[src/rtl/core/blru_pkg.sv]
// Shared types and codes for the byte-budget LRU cache.
// No dependencies; used by blru_cell, the top level and the checker.
package blru_pkg;

    localparam logic [2:0] KIND_INSERT = 3'd0;
    localparam logic [2:0] KIND_TOUCH  = 3'd1;
    localparam logic [2:0] KIND_ERASE  = 3'd2;
    localparam logic [2:0] KIND_LOOKUP = 3'd3;
    localparam logic [2:0] KIND_CLEAR  = 3'd4;
    localparam logic [2:0] KIND_TRIM   = 3'd5;

    localparam logic [1:0] ST_OK      = 2'd0;
    localparam logic [1:0] ST_MISS    = 2'd1;
    localparam logic [1:0] ST_TOO_BIG = 2'd2;
    localparam logic [1:0] ST_NO_ROOM = 2'd3;

    localparam logic [2:0] OP_NOP   = 3'd0;
    localparam logic [2:0] OP_WRITE = 3'd1;
    localparam logic [2:0] OP_DROP  = 3'd2;
    localparam logic [2:0] OP_TOUCH = 3'd3;
    localparam logic [2:0] OP_CLEAR = 3'd4;

    localparam int unsigned MAX_EVICT = 32;

    typedef struct packed {
        logic [2:0]  op;
        logic [31:0] key;
        logic [31:0] bytes;
        logic [63:0] stamp;
        logic        pin;
    } t_cell_cmd;

    typedef struct packed {
        logic        v;
        logic [63:0] stamp;
        logic [31:0] key;
        logic [31:0] bytes;
    } t_cand;

    typedef struct packed {
        logic        valid;
        logic        pinned;
        logic [31:0] key;
        logic [31:0] bytes;
        logic [63:0] stamp;
    } t_cell_view;

endpackage

[src/rtl/core/blru_cell.sv]
// One table slot of the LRU cache plus its stage of the victim/sum chain.
// Depends on blru_pkg.
module blru_cell #(
    parameter int unsigned IDX_W  = 5,
    parameter int unsigned MY_IDX = 0
) (
    input  logic                i_clk,
    input  logic                i_rst_n,
    input  blru_pkg::t_cell_cmd i_cmd,
    input  logic                i_sel,
    input  logic [31:0]         i_key,
    input  blru_pkg::t_cand     i_cand,
    input  logic [IDX_W-1:0]    i_cand_idx,
    input  logic [31:0]         i_sum,
    output blru_pkg::t_cand     o_cand,
    output logic [IDX_W-1:0]    o_cand_idx,
    output logic [31:0]         o_sum,
    output logic                o_match,
    output blru_pkg::t_cell_view o_view
);

    logic        r_valid;
    logic        r_pinned;
    logic [31:0] r_key;
    logic [31:0] r_bytes;
    logic [63:0] r_stamp;
    logic        w_elig;
    logic        w_take;

    blru_pkg::t_cand  r_cand;
    logic [IDX_W-1:0] r_cand_idx;
    logic [31:0]      r_sum;

    assign w_elig = r_valid & ~r_pinned;
    assign w_take = w_elig & (~i_cand.v | (r_stamp < i_cand.stamp));

    always_ff @(posedge i_clk) begin
        if (!i_rst_n) begin
            r_valid <= 1'b0;
        end else begin
            unique case (i_cmd.op)
                blru_pkg::OP_WRITE: if (i_sel) r_valid <= 1'b1;
                blru_pkg::OP_DROP:  if (i_sel) r_valid <= 1'b0;
                blru_pkg::OP_CLEAR: if (!r_pinned) r_valid <= 1'b0;
                default: ;
            endcase
        end
    end

    always_ff @(posedge i_clk) begin
        if (i_sel && i_cmd.op == blru_pkg::OP_WRITE) begin
            r_key    <= i_cmd.key;
            r_bytes  <= i_cmd.bytes;
            r_pinned <= i_cmd.pin;
        end
        if (i_sel && (i_cmd.op == blru_pkg::OP_WRITE || i_cmd.op == blru_pkg::OP_TOUCH)) begin
            r_stamp <= i_cmd.stamp;
        end
    end

    // Advance the chain: keep the older candidate, accumulate evictable bytes.
    always_ff @(posedge i_clk) begin
        if (!i_rst_n) begin
            r_cand.v <= 1'b0;
        end else begin
            r_cand.v <= i_cand.v | w_take;
        end
        if (w_take) begin
            r_cand.stamp <= r_stamp;
            r_cand.key   <= r_key;
            r_cand.bytes <= r_bytes;
            r_cand_idx   <= IDX_W'(MY_IDX);
        end else begin
            r_cand.stamp <= i_cand.stamp;
            r_cand.key   <= i_cand.key;
            r_cand.bytes <= i_cand.bytes;
            r_cand_idx   <= i_cand_idx;
        end
        r_sum <= i_sum + (w_elig ? r_bytes : 32'd0);
    end

    assign o_cand     = r_cand;
    assign o_cand_idx = r_cand_idx;
    assign o_sum      = r_sum;
    assign o_match    = r_valid & (r_key == i_key);
    assign o_view     = '{valid: r_valid, pinned: r_pinned, key: r_key,
                          bytes: r_bytes, stamp: r_stamp};

endmodule

[config.mk]
export PLATFORM = sky130hd
export DESIGN_NAME = blru_cell
export DESIGN_NICKNAME = d
export VERILOG_FILES = /design/src/rtl/core/blru_pkg.sv /design/src/rtl/core/blru_cell.sv
export SDC_FILE = /design/constraint.sdc
export NUM_CORES = 1
export LEC_CHECK = 0
export BUFFER_PORTS_ARGS = -buffer_cell sky130_fd_sc_hd__buf_2
export CELL_PAD_IN_SITES_DETAIL_PLACEMENT = 2
export CELL_PAD_IN_SITES_GLOBAL_PLACEMENT = 2
export CORE_AREA = 2 2 248 250
export CTS_CLUSTER_SIZE = 40
export DETAILED_ROUTE_END_ITERATION = 12
export DIE_AREA = 0 0 250 252
export PLACE_DENSITY_LB_ADDON = 0.1
export SYNTH_ARGS = -nofsm -noshare
export SYNTH_HDL_FRONTEND = slang
export SYNTH_SLANG_ARGS = --single-unit
[constraint.sdc]
create_clock -name i_clk -period 9.6 [get_ports i_clk]
set_input_delay 0.96 -clock i_clk [delete_from_list [all_inputs] [get_ports i_clk]]
set_output_delay 0.96 -clock i_clk [all_outputs]
set_load 0.02 [all_outputs]
==> results.md <==
- Static leakage: 0.00833 uW
- Run status: finished clean
- Post-Synthesis Cells: 963
- Max VDD drop: 0.118 mV
- Layout area overhead: 42.6%
- WL/cell: 22.0 um
- Share of final-layout standard cells stronger than drive strength 1: 0.458
- Starting DRT DRC Count: 246
- Slew at the pin with the worst max-slew slack: 1.04 ns
- Clock tree skew after final layout: 0.0251 ns
- Total core area: 0.0601 sq mm
- Largest cells by area after synthesis: sky130_fd_sc_hd__edfxtp_1 31%, sky130_fd_sc_hd__dfxtp_1 27%, sky130_fd_sc_hd__ha_1 9.4%, sky130_fd_sc_hd__mux2_1 5.8%, sky130_fd_sc_hd__mux2_2 5.7%
- Path class of the lowest-slack min-delay path: flop to flop
- Via count of the first global-routing pass: 11500
- Capturing element type of the critical path: flop
- Async set or reset register ratio after synthesis: 0
- First-pass GRT wire length: 76900 um
- Largest buffer count on any clock path: 3
- Maximum fanout count along the critical path: 30
- Total number of H-tree levels: 2
- Via density per instance: 4.18
- Share of the synthesized area in the top cell type: 0.309
- Number of clock buffers inserted by TritonCTS: 39
- Sequential area share after synthesis: 0.575
- Met2 WL: 27200 um
- Netlist Area Pre-Place: 0.0125 sq mm
- Final routed DRC violation total: 0
- Width of the die: 250 um
- Setup repair after global routing missed its margin: no
- Number of cells upsized or downsized after cts: 0
- Post-Synthesis Net Count: 1391
- Distinct cell type count of the synthesized netlist: 49
- Detailed-placement wirelength estimate: 43800 um
- Top_reg_cell synth: sky130_fd_sc_hd__dfxtp_1
- Number of hold violations in the final report: 0
- Crit path kind: flop to flop
- ANT nets after route: 0
- Worst Path Required: 10.09 ns
- Final slew viol count: 0
- Drt first pass iters: 4
- Minimum clock period: 4.38 ns
- R2R cell count: 14
- Setup bufs post-CTS: 0
- Power per unit of standard cell area: 181 mW/mm^2
- Count of endpoints failing setup in the final report: 0
- Total GRT Usage: 0.166
- Sum Neg Setup Slack: 0 ns
- Number of maximum-capacitance constraint violations: 0
- Clock insertion delay at the later pin of the skew report: 0.56 ns
- Highest routing layer actually used: met5
- Worst endpoint data arrival time: 4.87 ns
- Worst hold path cell count: 1
- Post-synthesis cell type with the largest combined area: sky130_fd_sc_hd__edfxtp_1
- Nets: 2046
- I/O pin total: 630
- Clock-pin slew on the worst setup and hold paths: 0.06 ns
- Detailed-routed wire length on met3: 5080 um
- Number of sinks handled by clock tree synthesis: 296
- Flops & latches, synth: 296
- Global route overflow: 0
- Timing-limited maximum frequency: 0.228 GHz
- CTS tree: done
- Site Rows: 90
- Root buf cell: sky130_fd_sc_hd__clkbuf_16
- Via count: 10200
- Number of antenna violations at the first check in global routing: 22
- Fraction of the cycle the final worst path needs: 0.456
- Metal1 wirelength: 20100 um
- Number of input and output port buffers inserted: 629
- Number of synthesized flops with an enable pin: 129
- Full die area: 0.0630 sq mm
- Final wirelength: 53500 um
- Worst slack on hold paths: 0.517 ns
- Last weighted congestion value of the routability-driven placer: 0.781
- Warning count from the yosys run: 0
- Syn Area/Cell: 13.0 sq um
- Startpoint type of the worst setup path: flop
- Initial Util: 0.209
- Vert. Die Dim: 252 um
- Count of hold-fix buffers inserted at cts: 0
- Pin count of the biggest net entering global routing: 120
- Worst slew slack as a fraction of its limit: 0.307
-- layout make-up --
cell class,instances,area [sq um]
Tap cell,782,978
Inverter,79,297
Antenna cell,4,10.0
Multi-Input combinational cell,568,4930
Clock inverter,18,179
Timing Repair Buffer,634,3200
Clock buffer,54,1070
Sequential cell,296,7220
Fill cell,6690,42200
-- logic make-up after synthesis --
logic type | count (synthesis) | share of synthesized area
mux | 128 | 0.115
fa+ha+maj | 95 | 0.0954
simple gates | 128 | 0.0574
xor+xnor | 62 | 0.0433
compound gates | 155 | 0.0805
buf+inv | 99 | 0.0333
flops | 296 | 0.575
-- synthesized netlist by cell type (all sizes together) (3+ instances only) --
master / n
inv: 79
xnor2: 52
o211ai: 4
a211oi: 11
nor4: 3
o21a: 4
a21o: 36
nand3: 9
a21oi: 47
edfxtp: 129
dfxtp: 167
ha: 94
o21ai: 26
nand2: 16
and3: 5
o21bai: 8
nor3: 3
clkbuf: 3
nand2b: 5
xor2: 10
nand4: 21
mux2: 128
nor2: 14
buf: 17
a221oi: 3
and2: 34
nor2b: 12
-- worst max-delay path, stage by stage (launching register included) --
cell and delay, ns:
sky130_fd_sc_hd__dfxtp_1 0.44, sky130_fd_sc_hd__nor2b_4 0.35, sky130_fd_sc_hd__buf_4 0.36, sky130_fd_sc_hd__and2_1 0.19, sky130_fd_sc_hd__ha_1 0.35, sky130_fd_sc_hd__a211oi_1 0.39, sky130_fd_sc_hd__o2111ai_1 0.23, sky130_fd_sc_hd__a211oi_1 0.39
sky130_fd_sc_hd__nor3_1 0.12, sky130_fd_sc_hd__buf_4 0.18, sky130_fd_sc_hd__a311o_1 0.40, sky130_fd_sc_hd__o31ai_2 0.36, sky130_fd_sc_hd__o2111ai_1 0.19, sky130_fd_sc_hd__a21oi_1 0.19, sky130_fd_sc_hd__xnor2_1 0.13
-- worst paths after layout --
check	startpoint	endpoint	slack, ns
max reg2reg	r_valid	o_sum[31]	5.22
max	r_valid	o_sum[31]	5.22
min reg2reg	r_stamp[0]	o_cand[64]	0.52
min	r_stamp[0]	o_cand[64]	0.52
-- routing by layer --
layer  vias to the layer above  GRT usage
li1                       4800          -
met1                      4862      0.176
met2                       392      0.302
met3                        91     0.0720
met4                        28     0.0380
met5                         -          0
-- cells in the final DEF, fill, tap and decap left out, drive strengths merged, types with 26 or more instances in the layout --
master / count
clkbuf: 54
dfxtp: 167
inv: 80
a21oi: 47
buf: 634
and2: 34
o21ai: 26
mux2: 128
xnor2: 52
ha: 94
edfxtp: 129
a21o: 36
-- registers in the layout, summed over array words and instances (netlist names) --
signal      cells
o_cand        129
r_stamp        64
o_sum          32
r_bytes        32
r_key          32
o_cand_idx      5
r_pinned        1
r_valid         1
-- where the power goes --
group / switching [uW] / leakage [uW] / internal (uW)
combinational: 217 / 0.00513 / 158
sequential: 32.8 / 0.00259 / 1380
clock: 586 / 0.000609 / 865
-- through the flow --
stage / instance area (sq um) / power (uW) / util / instances / setup WS, ns
after floorplan: 12500 / 1630 / - / 963 / 3.44
after global placement: 16600 / 1820 / 0.276 / 2359 / 4.70
after detailed placement: 16600 / 1830 / 0.276 / 2359 / 4.60
after CTS: 17900 / 3310 / 0.297 / 2431 / 5.07
after global routing: 17900 / 3390 / 0.297 / 2433 / 4.79
final: 17900 / 3240 / 0.297 / 2435 / 5.22
(Power assumes the default switching activity.)
